### config.mk
export PLATFORM = sky130hd
export DESIGN_NAME = irrigation_reel_sequencer_unit
export DESIGN_NICKNAME = d
export VERILOG_FILES = /design/src/design/irs_pkg.sv /design/src/design/irs_step.sv /design/src/design/irrigation_reel_sequencer_unit.sv
export SDC_FILE = /design/constraint.sdc
export NUM_CORES = 1
export LEC_CHECK = 0
export BUFFER_PORTS_ARGS = -buffer_cell sky130_fd_sc_hd__buf_2
export CAP_MARGIN = 20
export CORE_AREA = 4 4 180 182
export DETAILED_ROUTE_END_ITERATION = 6
export DIE_AREA = 0 0 184 186
export PLACE_DENSITY = 0.68
export SYNTH_ARGS = -nofsm -noshare
export SYNTH_HDL_FRONTEND = slang
export SYNTH_SLANG_ARGS = --single-unit
### constraint.sdc
create_clock -name aclk -period 4.8 [get_ports aclk]
set_input_delay 0.24 -clock aclk [delete_from_list [all_inputs] [get_ports aclk]]
set_output_delay 0.24 -clock aclk [all_outputs]
set_load 0.02 [all_outputs]
### src/design/irs_pkg.sv
// Types and constants shared by the hose-reel irrigation sequencer.
// Needed by irs_step and irrigation_reel_sequencer_unit; depends on nothing.
package irs_pkg;

    // state machine constants
    localparam logic [4:0]  STABLE_TICKS       = 5'd30;
    localparam logic [1:0]  MAX_ATTEMPTS       = 2'd2;
    localparam logic [15:0] FIRST_FILL_TIMEOUT = 16'd200;

    // request opcodes
    localparam logic [2:0] OP_TICK      = 3'd0;
    localparam logic [2:0] OP_STOP      = 3'd1;
    localparam logic [2:0] OP_RESET     = 3'd2;
    localparam logic [2:0] OP_CANNON    = 3'd3;
    localparam logic [2:0] OP_RESERVOIR = 3'd4;
    localparam logic [2:0] OP_EMERGENCY = 3'd5;

    // configuration register indexes
    localparam logic [2:0] CFG_START_DELAY   = 3'd0;
    localparam logic [2:0] CFG_ARRIVAL_DELAY = 3'd1;
    localparam logic [2:0] CFG_DRAIN         = 3'd2;
    localparam logic [2:0] CFG_FILL_TIMEOUT  = 3'd3;
    localparam logic [2:0] CFG_TIMED_FILL    = 3'd4;
    localparam logic [2:0] CFG_PROGRAM_VALID = 3'd5;

    typedef enum logic [3:0] {
        ST_IDLE   = 4'd0,
        ST_OPEN   = 4'd1,
        ST_SDELAY = 4'd2,
        ST_FIRST  = 4'd3,
        ST_RUN    = 4'd4,
        ST_PAUSE  = 4'd5,
        ST_ARRIVE = 4'd6,
        ST_FINAL  = 4'd7,
        ST_EMERG  = 4'd8
    } irs_main_t;

    typedef enum logic [1:0] {
        SUB_DRAIN = 2'd0,
        SUB_WAIT  = 2'd1,
        SUB_FILL  = 2'd2
    } irs_sub_t;

    typedef enum logic [1:0] {
        CAUSE_NONE         = 2'd0,
        CAUSE_FIRST_FILL   = 2'd1,
        CAUSE_FILL_TIMEOUT = 2'd2,
        CAUSE_EXTERNAL     = 2'd3
    } irs_cause_t;

    typedef struct packed {
        logic [15:0] start_delay_ticks;
        logic [15:0] arrival_delay_ticks;
        logic [15:0] drain_ticks;
        logic [15:0] fill_timeout_ticks;
        logic        timed_fill_mode;
        logic        program_valid;
    } irs_cfg_t;

    typedef struct packed {
        irs_main_t   main_state;
        irs_sub_t    sub_state;
        logic [15:0] state_ticks;
        logic [15:0] sub_ticks;
        logic [4:0]  stable_count;
        logic [1:0]  attempt_count;
        logic [15:0] wait_len;
        logic [15:0] fill_len;
        logic [31:0] pause_ticks;
        logic        cannon_valve;
        logic        reservoir_valve;
        irs_cause_t  cause;
    } irs_state_t;

    typedef struct packed {
        logic [2:0]  op;
        logic        pressure_ok;
        logic        end_of_travel;
        logic        reservoir_full;
        logic [15:0] next_wait_ticks;
        logic        valve_on;
    } irs_in_t;

    typedef struct packed {
        logic [3:0]  main_state_out;
        logic [1:0]  sub_state_out;
        logic        cannon_valve_out;
        logic        reservoir_valve_out;
        logic [1:0]  emergency_cause;
        logic [15:0] last_fill_ticks;
        logic [31:0] pause_total_ticks;
    } irs_out_t;

    localparam irs_cfg_t CFG_RESET = '{
        start_delay_ticks:   16'd0,
        arrival_delay_ticks: 16'd0,
        drain_ticks:         16'd50,
        fill_timeout_ticks:  16'd200,
        timed_fill_mode:     1'b0,
        program_valid:       1'b0
    };

    localparam irs_state_t STATE_RESET = '{
        main_state:      ST_IDLE,
        sub_state:       SUB_DRAIN,
        state_ticks:     16'd0,
        sub_ticks:       16'd0,
        stable_count:    5'd0,
        attempt_count:   2'd0,
        wait_len:        16'd0,
        fill_len:        16'd0,
        pause_ticks:     32'd0,
        cannon_valve:    1'b0,
        reservoir_valve: 1'b0,
        cause:           CAUSE_NONE
    };

endpackage

### src/design/irs_step.sv
// Next-state and result logic for one request of the irrigation sequencer.
// Purely combinational; uses irs_pkg for the state, config and payload types.
module irs_step
    import irs_pkg::*;
(
    input  irs_cfg_t   cfg,
    input  irs_state_t state_cur,
    input  irs_in_t    item,
    output irs_state_t state_next,
    output irs_out_t   result
);

    irs_state_t  nx;
    logic [15:0] drain_lim;
    logic [15:0] fill_lim;
    logic        fill_done;

    always_comb begin
        nx        = state_cur;
        drain_lim = (cfg.drain_ticks == 16'd0) ? 16'd1 : cfg.drain_ticks;
        fill_lim  = (cfg.fill_timeout_ticks == 16'd0) ? FIRST_FILL_TIMEOUT
                                                       : cfg.fill_timeout_ticks;
        fill_done = 1'b0;

        unique case (item.op)
            OP_TICK: begin
                if (state_cur.state_ticks != 16'hFFFF) begin
                    nx.state_ticks = state_cur.state_ticks + 16'd1;
                end
                if (state_cur.sub_ticks != 16'hFFFF) begin
                    nx.sub_ticks = state_cur.sub_ticks + 16'd1;
                end

                unique case (state_cur.main_state)
                    ST_IDLE: begin
                        if (item.pressure_ok && !item.end_of_travel && cfg.program_valid) begin
                            nx.cannon_valve = 1'b1;
                            nx.stable_count = 5'd0;
                            nx.main_state   = ST_OPEN;
                            nx.state_ticks  = 16'd0;
                        end
                    end
                    ST_OPEN: begin
                        if (item.pressure_ok) begin
                            if (state_cur.stable_count != 5'd31) begin
                                nx.stable_count = state_cur.stable_count + 5'd1;
                            end
                        end else begin
                            nx.stable_count = 5'd0;
                        end
                        if (nx.stable_count >= STABLE_TICKS) begin
                            nx.stable_count = 5'd0;
                            nx.pause_ticks  = 32'd0;
                            nx.state_ticks  = 16'd0;
                            if (cfg.start_delay_ticks != 16'd0) begin
                                nx.main_state = ST_SDELAY;
                            end else begin
                                nx.reservoir_valve = 1'b1;
                                nx.attempt_count   = 2'd0;
                                nx.main_state      = ST_FIRST;
                            end
                        end
                    end
                    ST_SDELAY: begin
                        if (!item.pressure_ok) begin
                            nx.cannon_valve = 1'b0;
                            nx.main_state   = ST_PAUSE;
                            nx.state_ticks  = 16'd0;
                        end else if (nx.state_ticks >= cfg.start_delay_ticks) begin
                            nx.reservoir_valve = 1'b1;
                            nx.attempt_count   = 2'd0;
                            nx.main_state      = ST_FIRST;
                            nx.state_ticks     = 16'd0;
                        end
                    end
                    ST_FIRST: begin
                        if (!item.pressure_ok) begin
                            nx.cannon_valve    = 1'b0;
                            nx.reservoir_valve = 1'b0;
                            nx.main_state      = ST_PAUSE;
                            nx.state_ticks     = 16'd0;
                        end else if (item.reservoir_full) begin
                            nx.reservoir_valve = 1'b0;
                            nx.cannon_valve    = 1'b1;
                            nx.attempt_count   = 2'd0;
                            nx.main_state      = ST_RUN;
                            nx.state_ticks     = 16'd0;
                            nx.sub_state       = SUB_DRAIN;
                            nx.sub_ticks       = 16'd0;
                        end else if (nx.state_ticks >= FIRST_FILL_TIMEOUT) begin
                            if (state_cur.attempt_count != 2'd3) begin
                                nx.attempt_count = state_cur.attempt_count + 2'd1;
                            end
                            nx.state_ticks = 16'd0;
                            if (nx.attempt_count >= MAX_ATTEMPTS) begin
                                nx.cannon_valve    = 1'b0;
                                nx.reservoir_valve = 1'b0;
                                nx.main_state      = ST_EMERG;
                                nx.cause           = CAUSE_FIRST_FILL;
                            end else begin
                                // retry: valve reopened, timer restarted
                                nx.reservoir_valve = 1'b1;
                            end
                        end
                    end
                    ST_RUN: begin
                        if (!item.pressure_ok) begin
                            nx.cannon_valve    = 1'b0;
                            nx.reservoir_valve = 1'b0;
                            nx.main_state      = ST_PAUSE;
                            nx.state_ticks     = 16'd0;
                        end else if (item.end_of_travel) begin
                            nx.reservoir_valve = 1'b0;
                            nx.state_ticks     = 16'd0;
                            if (cfg.arrival_delay_ticks != 16'd0) begin
                                nx.main_state = ST_ARRIVE;
                            end else begin
                                nx.cannon_valve = 1'b0;
                                nx.main_state   = ST_FINAL;
                            end
                        end else begin
                            unique case (state_cur.sub_state)
                                SUB_DRAIN: begin
                                    if (nx.sub_ticks >= drain_lim) begin
                                        nx.sub_state = SUB_WAIT;
                                        nx.sub_ticks = 16'd0;
                                    end
                                end
                                SUB_WAIT: begin
                                    if (nx.sub_ticks >= state_cur.wait_len) begin
                                        nx.reservoir_valve = 1'b1;
                                        nx.sub_state       = SUB_FILL;
                                        nx.sub_ticks       = 16'd0;
                                    end
                                end
                                SUB_FILL: begin
                                    if (cfg.timed_fill_mode) begin
                                        fill_done = (nx.sub_ticks >= fill_lim);
                                    end else if (item.reservoir_full) begin
                                        fill_done = 1'b1;
                                    end else if (nx.sub_ticks >= fill_lim) begin
                                        if (state_cur.attempt_count != 2'd3) begin
                                            nx.attempt_count = state_cur.attempt_count + 2'd1;
                                        end
                                        if (nx.attempt_count >= MAX_ATTEMPTS) begin
                                            nx.cannon_valve    = 1'b0;
                                            nx.reservoir_valve = 1'b0;
                                            nx.main_state      = ST_EMERG;
                                            nx.state_ticks     = 16'd0;
                                            nx.cause           = CAUSE_FILL_TIMEOUT;
                                        end else begin
                                            nx.reservoir_valve = 1'b0;
                                            nx.sub_state       = SUB_DRAIN;
                                            nx.sub_ticks       = 16'd0;
                                        end
                                    end
                                    if (fill_done) begin
                                        nx.reservoir_valve = 1'b0;
                                        nx.fill_len        = nx.sub_ticks;
                                        nx.wait_len        = item.next_wait_ticks;
                                        nx.attempt_count   = 2'd0;
                                        nx.sub_state       = SUB_DRAIN;
                                        nx.sub_ticks       = 16'd0;
                                    end
                                end
                                default: ;
                            endcase
                        end
                    end
                    ST_PAUSE: begin
                        if (state_cur.pause_ticks != 32'hFFFF_FFFF) begin
                            nx.pause_ticks = state_cur.pause_ticks + 32'd1;
                        end
                        if (item.pressure_ok) begin
                            nx.cannon_valve = 1'b1;
                            nx.main_state   = ST_RUN;
                            nx.state_ticks  = 16'd0;
                            nx.sub_state    = SUB_DRAIN;
                            nx.sub_ticks    = 16'd0;
                        end
                    end
                    ST_ARRIVE: begin
                        if (!item.pressure_ok || nx.state_ticks >= cfg.arrival_delay_ticks) begin
                            nx.cannon_valve = 1'b0;
                            nx.main_state   = ST_FINAL;
                            nx.state_ticks  = 16'd0;
                        end
                    end
                    ST_FINAL: begin
                        if (!item.end_of_travel) begin
                            nx.cause       = CAUSE_NONE;
                            nx.main_state  = ST_IDLE;
                            nx.state_ticks = 16'd0;
                        end
                    end
                    default: ;
                endcase
            end
            OP_STOP: begin
                if (state_cur.main_state != ST_IDLE && state_cur.main_state != ST_FINAL &&
                    state_cur.main_state != ST_EMERG) begin
                    nx.cannon_valve    = 1'b0;
                    nx.reservoir_valve = 1'b0;
                    nx.main_state      = ST_FINAL;
                    nx.state_ticks     = 16'd0;
                end
            end
            OP_RESET: begin
                if (state_cur.main_state == ST_EMERG) begin
                    nx.cause       = CAUSE_NONE;
                    nx.main_state  = ST_IDLE;
                    nx.state_ticks = 16'd0;
                end
            end
            OP_CANNON: begin
                if (state_cur.main_state == ST_IDLE) nx.cannon_valve = item.valve_on;
            end
            OP_RESERVOIR: begin
                if (state_cur.main_state == ST_IDLE) nx.reservoir_valve = item.valve_on;
            end
            OP_EMERGENCY: begin
                // a repeated emergency keeps the first cause
                nx.cannon_valve    = 1'b0;
                nx.reservoir_valve = 1'b0;
                if (state_cur.main_state != ST_EMERG) begin
                    nx.main_state  = ST_EMERG;
                    nx.state_ticks = 16'd0;
                    nx.cause       = CAUSE_EXTERNAL;
                end
            end
            default: ;
        endcase
    end

    assign state_next = nx;

    always_comb begin
        result.main_state_out      = 4'(nx.main_state);
        result.sub_state_out       = 2'(nx.sub_state);
        result.cannon_valve_out    = nx.cannon_valve;
        result.reservoir_valve_out = nx.reservoir_valve;
        result.emergency_cause     = 2'(nx.cause);
        result.last_fill_ticks     = nx.fill_len;
        result.pause_total_ticks   = nx.pause_ticks;
    end

endmodule

### src/design/irrigation_reel_sequencer_unit.sv
// Top level of the hose-reel irrigation sequencer: config registers, request
// register, state register and result register around irs_step.
// Depends on irs_pkg and irs_step.
//
// Usage
//   s_valid/s_ready/s_item carry one request: a 100 ms tick (with sampled
//   pressure, end-of-travel and reservoir-full levels) or an operator command.
//   Each request gives exactly one status result on m_valid/m_ready/m_item,
//   showing the state after that request.
//   cfg_valid/cfg_ready/cfg_index/cfg_data write the six settings registers;
//   cfg_ready is always high, indexes beyond the list are ignored. Settings
//   must be written while no request is in flight; the block does not check.
// Timing
//   A request is held in the input register; the state and result registers
//   load from it when the result register is empty or being taken, so a
//   result follows acceptance through the input register and then the result
//   register. One request per cycle is sustained while m_ready stays high: the
//   combinational state update in irs_step is the only loop.
// Reset and stalls
//   aresetn (synchronous, active low) returns to idle with valves off and the
//   settings at their defaults. While m_ready is low the result holds, one
//   further request is still taken into the input register, then s_ready drops.
module irrigation_reel_sequencer_unit
    import irs_pkg::*;
(
    input  logic        aclk,
    input  logic        aresetn,
    input  logic        s_valid,
    output logic        s_ready,
    input  irs_in_t     s_item,
    output logic        m_valid,
    input  logic        m_ready,
    output irs_out_t    m_item,
    input  logic        cfg_valid,
    output logic        cfg_ready,
    input  logic [2:0]  cfg_index,
    input  logic [15:0] cfg_data
);

    irs_cfg_t   cfg_reg;
    irs_state_t state_reg;
    irs_state_t state_next;
    irs_in_t    in_item_reg;
    logic       in_valid_reg;
    irs_out_t   out_item_reg;
    irs_out_t   out_next;
    logic       out_valid_reg;
    logic       advance;

    assign cfg_ready = 1'b1;
    assign advance   = in_valid_reg && (!out_valid_reg || m_ready);
    assign s_ready   = !in_valid_reg || advance;
    assign m_valid   = out_valid_reg;
    assign m_item    = out_item_reg;

    always_ff @(posedge aclk) begin
        if (!aresetn) begin
            cfg_reg <= CFG_RESET;
        end else if (cfg_valid) begin
            unique case (cfg_index)
                CFG_START_DELAY:   cfg_reg.start_delay_ticks   <= cfg_data;
                CFG_ARRIVAL_DELAY: cfg_reg.arrival_delay_ticks <= cfg_data;
                CFG_DRAIN:         cfg_reg.drain_ticks         <= cfg_data;
                CFG_FILL_TIMEOUT:  cfg_reg.fill_timeout_ticks  <= cfg_data;
                CFG_TIMED_FILL:    cfg_reg.timed_fill_mode     <= cfg_data[0];
                CFG_PROGRAM_VALID: cfg_reg.program_valid       <= cfg_data[0];
                default: ;
            endcase
        end
    end

    always_ff @(posedge aclk) begin
        if (!aresetn) begin
            in_valid_reg <= 1'b0;
        end else if (s_ready) begin
            in_valid_reg <= s_valid;
        end
    end

    always_ff @(posedge aclk) begin
        if (s_valid && s_ready) in_item_reg <= s_item;
    end

    irs_step u_step (
        .cfg        (cfg_reg),
        .state_cur  (state_reg),
        .item       (in_item_reg),
        .state_next (state_next),
        .result     (out_next)
    );

    always_ff @(posedge aclk) begin
        if (!aresetn) begin
            state_reg     <= STATE_RESET;
            out_valid_reg <= 1'b0;
        end else begin
            if (advance) begin
                state_reg     <= state_next;
                out_valid_reg <= 1'b1;
            end else if (m_ready) begin
                out_valid_reg <= 1'b0;
            end
        end
    end

    always_ff @(posedge aclk) begin
        if (advance) out_item_reg <= out_next;
    end

    // emergency always reports both valves closed
    a_emerg_valves: assert property (@(posedge aclk) disable iff (!aresetn)
        (m_valid && m_item.main_state_out == 4'(ST_EMERG))
            |-> (!m_item.cannon_valve_out && !m_item.reservoir_valve_out))
        else $error("valve open in emergency");

    // a cause is held exactly while in emergency
    a_cause_state: assert property (@(posedge aclk) disable iff (!aresetn)
        (state_reg.main_state == ST_EMERG) == (state_reg.cause != CAUSE_NONE))
        else $error("emergency cause out of step with state");

    // state only moves when a request passes into the result register
    a_state_hold: assert property (@(posedge aclk) disable iff (!aresetn)
        !advance |=> $stable(state_reg))
        else $error("state changed without a request");

    // a held request is not dropped while the result side stalls
    a_req_held: assert property (@(posedge aclk) disable iff (!aresetn)
        (in_valid_reg && !advance) |=> (in_valid_reg && $stable(in_item_reg)))
        else $error("stalled request lost");

endmodule
==> key figures <==
Drt
  • Via density: 5.92
  • Post-detailed-route DRC marker count: 0
  • First-pass iteration count of the detailed router: 7
  • Detailed-route via count: 14200
  • Wire per inst: 18.0 microns
  • Post-DRT Antenna Nets: 0
  • Initial DRC Count: 1306
  • Routed WL: 43300 microns

Floorplan
  • Area of the die: 34200 sq um
  • Die W: 184 microns
  • I/O Pins: 108
  • Chip Height: 186 microns
  • Starting Density: 0.500
  • FP Rows: 64
  • Core area: 30600 sq um

Timing
  • Setup TNS: 0 ns
  • Worst Setup Slack, final: 0.321 ns
  • Final slew viol count: 0
  • RSZ-0062 raised after global routing: no
  • Slew margin rel.: 0.331
  • Max Clock Freq: 223 MHz
  • Final Hold Viols: 0
  • Final setup viols: 0
  • Worst-Margin Slew: 0.994 ns
  • Tcrit/Tclk final: 0.933
  • Fin Clk Skew: 0.0202 ns
  • Min Tclk post-route: 4.48 ns

Yosys
  • Most frequent cell after synthesis: nand2_1
  • Synthesized flop and latch total: 262
  • Synth Area in Compound Gates: 0.211
  • Synthesized-area fraction occupied by adder cells: 0.0678
  • Synth Warn #: 0
  • Async S/R FF share, synth: 0
  • Post-synthesis simple-gate area fraction: 0.241
  • Largest area contributor in the netlist: dfxtp_1
  • Mapped Area: 15300 sq um
  • Synth cell types: 93
  • Synthesized instance count: 1872
  • Share of the synthesized area in the top cell type: 0.237
  • Avg Inst Size Synth: 8.17 sq um
  • Post-Synth XOR/XNOR Area: 0.0166
  • Sequential-to-total area share from yosys stat: 0.396
  • Synth area leaders: dfxtp_1 (24%), edfxtp_1 (16%), nand2_1 (8.3%), ha_1 (6.7%), a21oi_1 (5.5%)
  • Synthesized Nets: 2001
  • EDFF count, synth: 81
  • Share of synthesized area spent on multiplexers: 0.0142
  • Largest family of logic cells by synthesized area: simple AND/OR/NAND/NOR gates
  • Synth cell count leaders: nand2_1 (340), dfxtp_1 (181), a21oi_1 (168)
  • Ys flop type: dfxtp_1

Power
  • P per Cell Area: 282 nW/um^2
  • Worst vdd ir: 0.000268 V
  • Leakage: 6.52 nW

Global routing
  • Initial antenna violation count: 0
  • First-pass GRT wire length: 68800 microns
  • Number of global-route vias before repair: 13100
  • Grt met2 use: 0.402
  • GRT busiest layer: met2
  • Gr usage total: 0.245
  • Met3 Use GR: 0.0299
  • Largest net degree at the start of global routing: 75
  • Met1 Track Usage GR: 0.344
  • Global-route congestion overflow total: 0

Outcome
  • Outcome: finished, final reports clean

Placed design
  • Post-detail-place hpwl: 30400 microns
  • PortBufs: 106
  • Routability cong.: 0.916
  • Place WS: 0.303 ns

Min path
  • Worst min-delay path class: input port to register
  • Min-delay src: cfg_index[0]
  • WHS Endpoint: cfg_reg[21]
  • Worst Hold Depth: 4

Setup path
  • Required @ worst endpoint: 5.09 ns
  • Reg2Reg Setup Slack: 0.32 ns
  • Critical setup path kind: register to register
  • Critical path endpoint category: register
  • Crit-path leading delay family: simple AND/OR/NAND/NOR gates
  • Buffers plus inverters on the worst setup path: 0
  • Worst EP arrival: 4.77 ns
  • Slowest CP cell: or3_4
  • Critical path fanouts, max: 13
  • Cells along the critical path: ha_1 > nand3_2 > or3_4 > nor2_1 > nand3_1 > o21a_1 > ha_1 > and4_1 > nand4_1 > a211oi_1 > o2111ai_2 > and3_4 > o41a_1 > a211oi_1 > o21bai_1
  • Reg2reg start: state_reg[75]
  • Startpoint types: register
  • R2R Path End: m_item[51]
  • R2R cell count: 15
  • Crit-path max cell delay: 0.45 ns

Clocking
  • H-Tree Depth: 1
  • Clock sinks: 262
  • CTS tree: done
  • CTS buffer count: 29
  • Clk_lat worst skew: 0.58 ns
  • Max Root-Sink Buffers: 3
  • Root buf cell: clkbuf_16
  • # Post-CTS Setup Buffers: 0
  • Clock slew at reported path FFs: 0.07 ns

Final layout
  • Fin nets: 2113
  • Diodes inserted: 0
  • Max FFs per register: 113
  • Fraction of layout cells with a size suffix above 1: 0.118
  • Layout Area Growth over Synthesis: 15.2%
  • FILL cells: 2824

Flow run
  • Maxcap violations: 0
[worst max-delay path by stage]
stage                   from    endpoint  cells past startpoint
4_1_cts        state_reg[75]  m_item[50]                     18
3_3_place_gp   state_reg[75]  m_item[50]                     18
3_5_place_dp   state_reg[75]  m_item[41]                     16
5_1_grt        state_reg[81]  m_item[51]                     14
2_1_floorplan  state_reg[75]  m_item[36]                     17
6_report       state_reg[75]  m_item[51]                     15
[tightest hold or removal path, cell delays in order]
cell and delay [ns]:
buf_2 0.17, nor2_1 0.09, nand2_1 0.07, a21oi_1 0.05
[layout by cell type, fill, tap and decap left out, types with 10 or more instances in the layout]
cell	count
ha_1	82
nor4_1	26
xor2_1	13
a21o_1	23
o211ai_1	15
dfxtp_1	181
o21a_1	10
a22oi_1	12
xnor2_1	16
nor3_1	44
buf_2	106
and2_1	18
buf_4	35
dlygate4sd3_1	41
inv_1	94
or2_2	11
o31ai_1	23
or3_1	13
nand2b_1	20
and3_1	21
a31oi_1	23
a21oi_1	168
and4_1	16
nand3_1	71
o21ai_1	18
edfxtp_1	81
o21ai_0	98
nand4_1	27
nor2_1	115
nor2b_1	14
nand2_1	340
mux2i_1	15
clkbuf_16	29
a211oi_1	20
[per-stage QoR]
stage / cells / util / instance area [sq um] / power, mW / hold slack (ns)
3_5_place_dp: 2307 / 0.529 / 16200 / 2.74 / 0.418
3_3_place_gp: 2307 / 0.529 / 16200 / 2.73 / 0.416
6_report: 2403 / 0.576 / 17600 / 4.97 / 0.0953
4_1_cts: 2402 / 0.575 / 17600 / 5.01 / 0.131
5_1_grt: 2403 / 0.576 / 17600 / 5.15 / 0.121
2_1_floorplan: 1872 / - / 15300 / 2.61 / 0.339
[layout make-up]
| class | instances | area [sq um] | area share |
|---|---|---|---|
| Multi-Input combinational cell | 1409 | 8450 | 0.480 |
| Clock buffer | 37 | 816 | 0.0463 |
| Tap cell | 396 | 495 | 0.0281 |
| Timing Repair Buffer | 185 | 1260 | 0.0718 |
| Inverter | 97 | 367 | 0.0208 |
| Sequential cell | 262 | 6060 | 0.344 |
| Clock inverter | 17 | 164 | 0.00931 |
[metal layers]
layer  share of wire  wire, microns
met1            0.45          19700
met2            0.45          19600
met3           0.065           2790
met4           0.027           1160
met5               0              0
[report_power, final]
group / switching [mW] / internal, mW / total, mW
logic: 0.218 / 0.120 / 0.338
clock network: 0.938 / 1.31 / 2.25
registers: 0.0436 / 2.34 / 2.38
total: 1.20 / 3.77 / 4.97
[cell families after synthesis]
family          after synthesis
simple gates                772
compound gates              503
flops                       262
buf+inv                     201
fa+ha+maj                    83
xor+xnor                     29
mux                          21
other cells                   1
[timing repair]
action	CTS	global route
setup endpoints to repair	0	17
hold buffers	41	0
endpoints found under the hold margin	83	0
resized for setup	0	4
No activity file was read; power rests on OpenSTA's default activity.
